`config.mk`:
```
export PLATFORM = sky130hd
export DESIGN_NAME = servo_pulse_slew_limiter
export DESIGN_NICKNAME = d
export VERILOG_FILES = /design/src/rtl/core/spl_pkg.sv /design/src/rtl/core/spl_cfg.sv /design/src/rtl/core/spl_calc.sv /design/src/rtl/core/spl_track.sv /design/src/rtl/core/servo_pulse_slew_limiter.sv
export SDC_FILE = /design/constraint.sdc
export NUM_CORES = 1
export LEC_CHECK = 0
export BUFFER_PORTS_ARGS = -buffer_cell sky130_fd_sc_hd__buf_2
export CAP_MARGIN = 20
export CORE_MARGIN = 2
export CORE_UTILIZATION = 35
export DETAILED_ROUTE_END_ITERATION = 16
export HOLD_SLACK_MARGIN = 0.08
export PLACE_DENSITY_LB_ADDON = 0.08
export SYNTH_ARGS = -nofsm -noshare
export SYNTH_HDL_FRONTEND = slang
export SYNTH_SLANG_ARGS = --single-unit
```
`constraint.sdc`:
```
create_clock -name clk -period 17.1 [get_ports clk]
set_input_delay 3.42 -clock clk [delete_from_list [all_inputs] [get_ports clk]]
set_output_delay 3.42 -clock clk [all_outputs]
set_load 0.02 [all_outputs]
```
`src/rtl/core/spl_pkg.sv`:
```
// types, widths and constants of the servo pulse slew limiter
package spl_pkg;

  localparam int NUM_SERVOS_DEF = 8;

  localparam int SERVO_IDX_W = 3;
  localparam int POS_W       = 8;
  localparam int SPEED_W     = 8;
  localparam int GAIN_W      = 8;
  localparam int PULSE_W     = 16;
  localparam int SLEW_W      = 16;
  localparam int FLAGS_W     = 8;

  localparam int SUM_W    = POS_W + 1;
  localparam int TERM_W   = GAIN_W + SUM_W;
  localparam int GS_W     = GAIN_W + SPEED_W;
  localparam int STEP_W   = 11;
  localparam int TARGET_W = TERM_W + 1;
  localparam int DIFF_W   = TARGET_W + 1;

  // divide by the speed divisor via reciprocal multiply
  localparam int SPEED_DIVISOR = 50;
  localparam int RECIP_SHIFT   = 22;
  localparam int RECIP_W       = 17;
  localparam logic [RECIP_W-1:0] RECIP_MULT =
    RECIP_W'(((64'd1 << RECIP_SHIFT) + SPEED_DIVISOR - 1) / SPEED_DIVISOR);
  localparam int RECIP_PROD_W  = GS_W + RECIP_W;

  localparam logic [PULSE_W-1:0] NEUTRAL_RESET = 16'd30000;
  localparam logic [GAIN_W-1:0]  GAIN_RESET    = 8'd142;
  localparam logic [SLEW_W-1:0]  SLEW_RESET    = 16'd1000;
  localparam logic [FLAGS_W-1:0] DIR_RESET     = 8'd0;

  localparam int CFG_INDEX_W = 2;
  localparam int CFG_DATA_W  = 16;

  typedef enum logic [CFG_INDEX_W-1:0] {
    CFG_NEUTRAL = 2'd0,
    CFG_GAIN    = 2'd1,
    CFG_SLEW    = 2'd2,
    CFG_DIR     = 2'd3
  } cfg_reg_t;

  typedef struct packed {
    logic [SERVO_IDX_W-1:0]   servo_index;
    logic signed [POS_W-1:0]  target_position;
    logic [SPEED_W-1:0]       servo_speed;
    logic signed [POS_W-1:0]  position_offset;
  } in_word_t;

  typedef struct packed {
    logic [PULSE_W-1:0] pulse_width;
    logic               locked;
    logic [FLAGS_W-1:0] lock_flags;
  } out_word_t;

  typedef struct packed {
    logic [PULSE_W-1:0] neutral_count;
    logic [GAIN_W-1:0]  angle_gain;
    logic [SLEW_W-1:0]  max_slew;
    logic [FLAGS_W-1:0] direction_mask;
  } cfg_t;

  typedef struct packed {
    logic [SERVO_IDX_W-1:0]     servo_index;
    logic signed [TARGET_W-1:0] target;
    logic [STEP_W-1:0]          step;
  } calc_t;

endpackage

```
`src/rtl/core/spl_cfg.sv`:
```
// configuration register file
module spl_cfg (
  input  logic                             clk,
  input  logic                             rst_n,
  input  logic                             cfg_we,
  input  logic [spl_pkg::CFG_INDEX_W-1:0]  cfg_index,
  input  logic [spl_pkg::CFG_DATA_W-1:0]   cfg_wdata,
  output spl_pkg::cfg_t                    cfg
);
  import spl_pkg::*;

  cfg_t cfg_r;

  always_ff @(posedge clk) begin
    if (!rst_n) begin
      cfg_r.neutral_count  <= NEUTRAL_RESET;
      cfg_r.angle_gain     <= GAIN_RESET;
      cfg_r.max_slew       <= SLEW_RESET;
      cfg_r.direction_mask <= DIR_RESET;
    end else if (cfg_we) begin
      unique case (cfg_reg_t'(cfg_index))
        CFG_NEUTRAL: cfg_r.neutral_count  <= cfg_wdata[PULSE_W-1:0];
        CFG_GAIN:    cfg_r.angle_gain     <= cfg_wdata[GAIN_W-1:0];
        CFG_SLEW:    cfg_r.max_slew       <= cfg_wdata[SLEW_W-1:0];
        CFG_DIR:     cfg_r.direction_mask <= cfg_wdata[FLAGS_W-1:0];
      endcase
    end
  end

  assign cfg = cfg_r;

endmodule

```
`src/rtl/core/spl_calc.sv`:
```
// two pipeline stages: gain products, then slew step and target count
module spl_calc (
  input  logic              clk,
  input  logic              rst_n,
  input  logic              up_valid,
  output logic              up_ready,
  input  spl_pkg::in_word_t up_data,
  input  spl_pkg::cfg_t     cfg,
  output logic              dn_valid,
  input  logic              dn_ready,
  output spl_pkg::calc_t    dn_data
);
  import spl_pkg::*;

  // product stage
  logic                       a_v_r;
  logic [SERVO_IDX_W-1:0]     a_idx_r;
  logic                       a_dir_r;
  logic signed [TERM_W-1:0]   a_term_r;
  logic [GS_W-1:0]            a_gs_r;
  logic signed [SUM_W-1:0]    angle_sum;
  logic signed [TERM_W-1:0]   term_nxt;
  logic [GS_W-1:0]            gs_nxt;
  logic                       a_ready;

  // step and target stage
  logic                       b_v_r;
  calc_t                      b_q_r;
  logic [RECIP_PROD_W-1:0]    recip_prod;
  logic [STEP_W-1:0]          quot;
  logic [STEP_W-1:0]          step_nxt;
  logic signed [TARGET_W-1:0] term_ext;
  logic signed [TARGET_W-1:0] target_nxt;
  logic                       b_ready;

  assign a_ready  = !a_v_r || b_ready;
  assign up_ready = a_ready;

  assign angle_sum = SUM_W'($signed(up_data.target_position)) +
                     SUM_W'($signed(up_data.position_offset));
  assign term_nxt  = TERM_W'($signed({1'b0, cfg.angle_gain})) * TERM_W'(angle_sum);
  assign gs_nxt    = GS_W'(cfg.angle_gain) * GS_W'(up_data.servo_speed);

  always_ff @(posedge clk) begin
    if (!rst_n) begin
      a_v_r <= 1'b0;
    end else if (a_ready) begin
      a_v_r <= up_valid;
    end
  end

  always_ff @(posedge clk) begin
    if (up_valid && a_ready) begin
      a_idx_r  <= up_data.servo_index;
      a_dir_r  <= cfg.direction_mask[up_data.servo_index];
      a_term_r <= term_nxt;
      a_gs_r   <= gs_nxt;
    end
  end

  assign b_ready = !b_v_r || dn_ready;

  // gain * speed / 50, exact over the whole 16-bit product range
  assign recip_prod = RECIP_PROD_W'(a_gs_r) * RECIP_PROD_W'(RECIP_MULT);
  assign quot       = recip_prod[RECIP_SHIFT +: STEP_W];
  assign step_nxt   = (SLEW_W'(quot) > cfg.max_slew) ? cfg.max_slew[STEP_W-1:0] : quot;

  assign term_ext   = a_dir_r ? -TARGET_W'(a_term_r) : TARGET_W'(a_term_r);
  assign target_nxt = $signed({{(TARGET_W-PULSE_W){1'b0}}, cfg.neutral_count}) + term_ext;

  always_ff @(posedge clk) begin
    if (!rst_n) begin
      b_v_r <= 1'b0;
    end else if (b_ready) begin
      b_v_r <= a_v_r;
    end
  end

  always_ff @(posedge clk) begin
    if (a_v_r && b_ready) begin
      b_q_r.servo_index <= a_idx_r;
      b_q_r.target      <= target_nxt;
      b_q_r.step        <= step_nxt;
    end
  end

  assign dn_valid = b_v_r;
  assign dn_data  = b_q_r;

endmodule

```
`src/rtl/core/spl_track.sv`:
```
// per-servo pulse state, lock flags and result register
module spl_track #(
  parameter int NUM_SERVOS = spl_pkg::NUM_SERVOS_DEF
) (
  input  logic               clk,
  input  logic               rst_n,
  input  logic               up_valid,
  output logic               up_ready,
  input  spl_pkg::calc_t     up_data,
  output logic               out_valid,
  input  logic               out_stall,
  output spl_pkg::out_word_t out_data
);
  import spl_pkg::*;

  localparam int SLOT_W = (NUM_SERVOS > 1) ? $clog2(NUM_SERVOS) : 1;

  logic [PULSE_W-1:0]       pulse_r [NUM_SERVOS];
  logic [FLAGS_W-1:0]       lock_r;
  logic                     out_v_r;
  out_word_t                out_q_r;

  logic                     accept;
  logic                     in_range;
  logic [SLOT_W-1:0]        slot;
  logic [PULSE_W-1:0]       cur;
  logic signed [DIFF_W-1:0] diff;
  logic signed [DIFF_W-1:0] step_s;
  logic [PULSE_W-1:0]       pulse_nxt;
  logic                     lock_nxt;
  logic [FLAGS_W-1:0]       bit_mask;
  logic [FLAGS_W-1:0]       flags_nxt;

  assign up_ready = !out_v_r || !out_stall;
  assign accept   = up_valid && up_ready;

  assign in_range = (32'(up_data.servo_index) < NUM_SERVOS);
  assign slot     = up_data.servo_index[SLOT_W-1:0];
  assign cur      = in_range ? pulse_r[slot] : '0;

  assign diff   = DIFF_W'(up_data.target) - $signed({{(DIFF_W-PULSE_W){1'b0}}, cur});
  assign step_s = $signed({{(DIFF_W-STEP_W){1'b0}}, up_data.step});

  always_comb begin
    priority if (diff > step_s) begin
      pulse_nxt = cur + PULSE_W'(up_data.step);
      lock_nxt  = 1'b0;
    end else if (diff < -step_s) begin
      pulse_nxt = cur - PULSE_W'(up_data.step);
      lock_nxt  = 1'b0;
    end else begin
      pulse_nxt = up_data.target[PULSE_W-1:0];
      lock_nxt  = 1'b1;
    end
  end

  assign bit_mask  = FLAGS_W'(1) << up_data.servo_index;
  assign flags_nxt = lock_nxt ? (lock_r | bit_mask) : (lock_r & ~bit_mask);

  always_ff @(posedge clk) begin
    if (!rst_n) begin
      out_v_r <= 1'b0;
      lock_r  <= '0;
      for (int i = 0; i < NUM_SERVOS; i++) begin
        pulse_r[i] <= NEUTRAL_RESET;
      end
    end else begin
      if (up_ready) begin
        out_v_r <= up_valid;
      end
      if (accept && in_range) begin
        pulse_r[slot] <= pulse_nxt;
        lock_r        <= flags_nxt;
      end
    end
  end

  always_ff @(posedge clk) begin
    if (accept) begin
      if (in_range) begin
        out_q_r.pulse_width <= pulse_nxt;
        out_q_r.locked      <= lock_nxt;
        out_q_r.lock_flags  <= flags_nxt;
      end else begin
        // unknown servo: no state change, report current flags
        out_q_r.pulse_width <= '0;
        out_q_r.locked      <= 1'b0;
        out_q_r.lock_flags  <= lock_r;
      end
    end
  end

  assign out_valid = out_v_r;
  assign out_data  = out_q_r;

endmodule

```
`src/rtl/core/servo_pulse_slew_limiter.sv`:
```
// Servo pulse slew limiter: target count, speed-limited step, per-servo lock flags.
// Pipeline: an accepted word passes the input register, product register,
// step/target register and result register in turn.
// Throughput: one word per cycle; each stage holds only while the next one is full.
// Reset (synchronous, rst_n low): every pulse count to 30000, lock flags cleared,
// configuration registers to their defaults, pipeline emptied.
module servo_pulse_slew_limiter #(
  parameter int NUM_SERVOS = spl_pkg::NUM_SERVOS_DEF
) (
  input  logic                            clk,
  input  logic                            rst_n,
  input  logic                            in_valid,
  output logic                            in_stall,
  input  spl_pkg::in_word_t               in_data,
  output logic                            out_valid,
  input  logic                            out_stall,
  output spl_pkg::out_word_t              out_data,
  input  logic                            cfg_we,
  input  logic [spl_pkg::CFG_INDEX_W-1:0] cfg_index,
  input  logic [spl_pkg::CFG_DATA_W-1:0]  cfg_wdata
);
  import spl_pkg::*;

  cfg_t     cfg;
  logic     in_v_r;
  in_word_t in_q_r;
  logic     in_ready;
  logic     calc_ready;
  logic     calc_valid;
  calc_t    calc_data;
  logic     track_ready;

  assign in_ready = !in_v_r || calc_ready;
  assign in_stall = !in_ready;

  always_ff @(posedge clk) begin
    if (!rst_n) begin
      in_v_r <= 1'b0;
    end else if (in_ready) begin
      in_v_r <= in_valid;
    end
  end

  always_ff @(posedge clk) begin
    if (in_ready && in_valid) begin
      in_q_r <= in_data;
    end
  end

  spl_cfg u_cfg (
    .clk       (clk),
    .rst_n     (rst_n),
    .cfg_we    (cfg_we),
    .cfg_index (cfg_index),
    .cfg_wdata (cfg_wdata),
    .cfg       (cfg)
  );

  spl_calc u_calc (
    .clk      (clk),
    .rst_n    (rst_n),
    .up_valid (in_v_r),
    .up_ready (calc_ready),
    .up_data  (in_q_r),
    .cfg      (cfg),
    .dn_valid (calc_valid),
    .dn_ready (track_ready),
    .dn_data  (calc_data)
  );

  spl_track #(
    .NUM_SERVOS (NUM_SERVOS)
  ) u_track (
    .clk       (clk),
    .rst_n     (rst_n),
    .up_valid  (calc_valid),
    .up_ready  (track_ready),
    .up_data   (calc_data),
    .out_valid (out_valid),
    .out_stall (out_stall),
    .out_data  (out_data)
  );

endmodule

```
==> out/results.txt <==
Final min period: 8300 ps
RSZ-0062 raised after global routing: no
required time worst endpoint: 17410 ps
cts repair resizes: 0
gpl congestion: 0.863
Wirelength per Cell: 19.0 µm
initial core utilization: 0.352
post-synthesis sequential area ratio: 0.342
core box area: 72700 µm²
Placed Cells: 3399
Routed Antenna Nets: 0
syn_area_per_cell: 10.6 µm²
FFs w/ async S/R, synth: 0
Inserted Clock Buffers: 39
Reg2Reg Depth: 25
register bit total from synthesis: 312
Max-Cap Viols: 0
first-pass GRT wire length: 104000 µm
Iter 0 DRT Violations: 954
Post-DP Area: 27100 µm²
status: finished clean
most frequent cells in the layout: 340 x inv_1, 322 x ha_1, 265 x nand2_1
Skew-Pair Late Insertion Delay: 570 ps
initial antenna violation count: 0
H-tree lvl count: 2
All-Layer GR Usage: 0.179
Synth area leaders: edfxtp_1 29%, ha_1 16%, fa_1 14%
CP endpoint kind: register
postcts setup bufs: 0
area of the die: 75300 µm²
clock sink total: 312
Final Skew: 27.7 ps
Post-synth EDFFs: 249
Critical Path AT: 8610 ps
Place WS: 8790 ps
vias post-DR: 17200
DR vias/cell: 4.97
worst min-delay path category: reg2reg
top-area cell type share of the netlist area: 0.292
CP Class: reg2reg
Yosys cell types: 75
Final period util: 0.485
fmax: 121 MHz
Syn Inst Count: 2402
WHS Path Cells: 0
maximum fanout along the worst path: 15
Synth area leader: edfxtp_1
Clock transition at path regs: 60 ps
Root Buffer: clkbuf_16
I/O pin cnt: 77
Die Wd: 274 µm
setup violators final: 0
CTS tree: yes
share of cells above drive strength 1: 0.0975
reg-to-reg slack, setup: 8800 ps
ant diodes: 0
Hold Buf Count CTS: 0
DRC Markers: 0
final net count: 3035
Die Y: 274 µm
area growth from synthesis to layout: 10.9%
Post-Syn Nets: 2955
Rows: 99
drt total wl: 66100 µm
Port Buf Inserts: 76
Final Cell Area: 28400 µm²
Post-synth top flop: edfxtp_1
Yosys warning count: 0
largest net degree at the start of global routing: 79
dpl hpwl: 52000 µm
Hold Vio Cnt, Final: 0
Overflow after GRT: 0
slew of the pin with the lowest slew margin: 1120 ps
post-route insts no fill: 3472
most common cell after layout, fill and taps aside: inv_1
vias in the first global route: 18200
Synth Cell Area: 25600 µm²
Final Slew Violations: 0
post-route setup slack: 8800 ps
final setup TNS: 0 ps
Rel. slew slack: 0.254
Clock Path Buffers: 3
1st-pass router iterations: 5
CP Launch Type: register
[flip-flops by register name (all words and copies together), names as in the netlist, 3 cells and up, named ones only]
register / flops
u_track.out_data: 25
u_track.lock_r: 8
in_q_r: 27
u_calc.a_gs_r: 16
u_calc.dn_data: 32
u_calc.a_term_r: 17
u_calc.a_idx_r: 3
u_track.pulse_r: 128
u_cfg.cfg: 48
[layout make-up]
| type | instances | area [µm²] |
|---|---|---|
| clock buffer | 55 | 1100 |
| tap | 959 | 1200 |
| fill | 7179 | 44300 |
| inverter | 340 | 1280 |
| sequential | 312 | 8740 |
| timing repair buffer | 95 | 523 |
| clock inverter | 17 | 171 |
| multi-input combinational | 1694 | 15400 |
[stage by stage]
step                      hold slack, ps  utilization
after floorplan                      422            -
after global placement               432        0.373
after detailed placement             433        0.373
after CTS                            446        0.390
after global routing                 463        0.390
final                                445        0.390
[synthesized netlist by cell type, types with 19 or more instances]
master / n
fa_1: 181
ha_1: 322
a21oi_1: 67
nand3_1: 40
nor2b_1: 40
xnor2_1: 81
a21o_1: 24
nor3_1: 23
edfxtp_1: 249
mux2i_1: 41
mux4_2: 34
o21a_1: 28
o21ai_0: 59
nor2_1: 157
nand2_1: 265
a21boi_0: 28
mux2_2: 24
xor2_1: 19
dfxtp_1: 63
nand2b_1: 24
inv_1: 340
and2_1: 68
clkbuf_1: 46
[worst max-delay path, stage by stage, from the launching register on]
cell,delay [ps]
edfxtp_1,510
fa_1,680
inv_1,90
fa_1,400
fa_1,530
fa_1,440
fa_1,530
fa_1,540
inv_1,40
ha_1,310
a211oi_1,270
nand4_1,130
a31o_2,250
a21oi_1,200
a21oi_1,140
o21ai_0,440
o31ai_1,180
o41ai_1,320
xnor2_1,210
ha_1,290
nand4_1,100
nor3_1,60
a2111oi_0,510
nand3_1,170
o21a_1,360
mux2_2,350
[worst paths after layout]
kind / end / start
worst max-delay path: u_calc.dn_data[9]$_DFFE_PP_ / u_calc.a_gs_r[1]$_DFFE_PP_
worst min-delay path: u_calc.dn_data[31]$_DFFE_PP_ / u_calc.a_idx_r[2]$_DFFE_PP_
worst max register to register: u_calc.dn_data[9]$_DFFE_PP_ / u_calc.a_gs_r[1]$_DFFE_PP_
worst min register to register: u_calc.dn_data[31]$_DFFE_PP_ / u_calc.a_idx_r[2]$_DFFE_PP_
[metal layers]
layer | track usage | part of all wire | up-vias
li1 | - | - | 8388
met1 | 0.232 | 0.45 | 8562
met2 | 0.322 | 0.51 | 239
met3 | 0.0186 | 0.027 | 59
met4 | 0.0380 | 0.016 | 0
met5 | 0 | 0 | -
[cells by family after synthesis]
family / count (synthesis) / share of synthesized area
compound gates: 314 / 0.0870
xor+xnor: 100 / 0.0342
fa+ha+maj: 503 / 0.299
buf+inv: 396 / 0.0587
simple gates: 678 / 0.123
mux: 99 / 0.0565
flops: 312 / 0.342
Power is not shown: default switching activity piles up to over one toggle a cycle in this logic, so the estimate is an artifact.
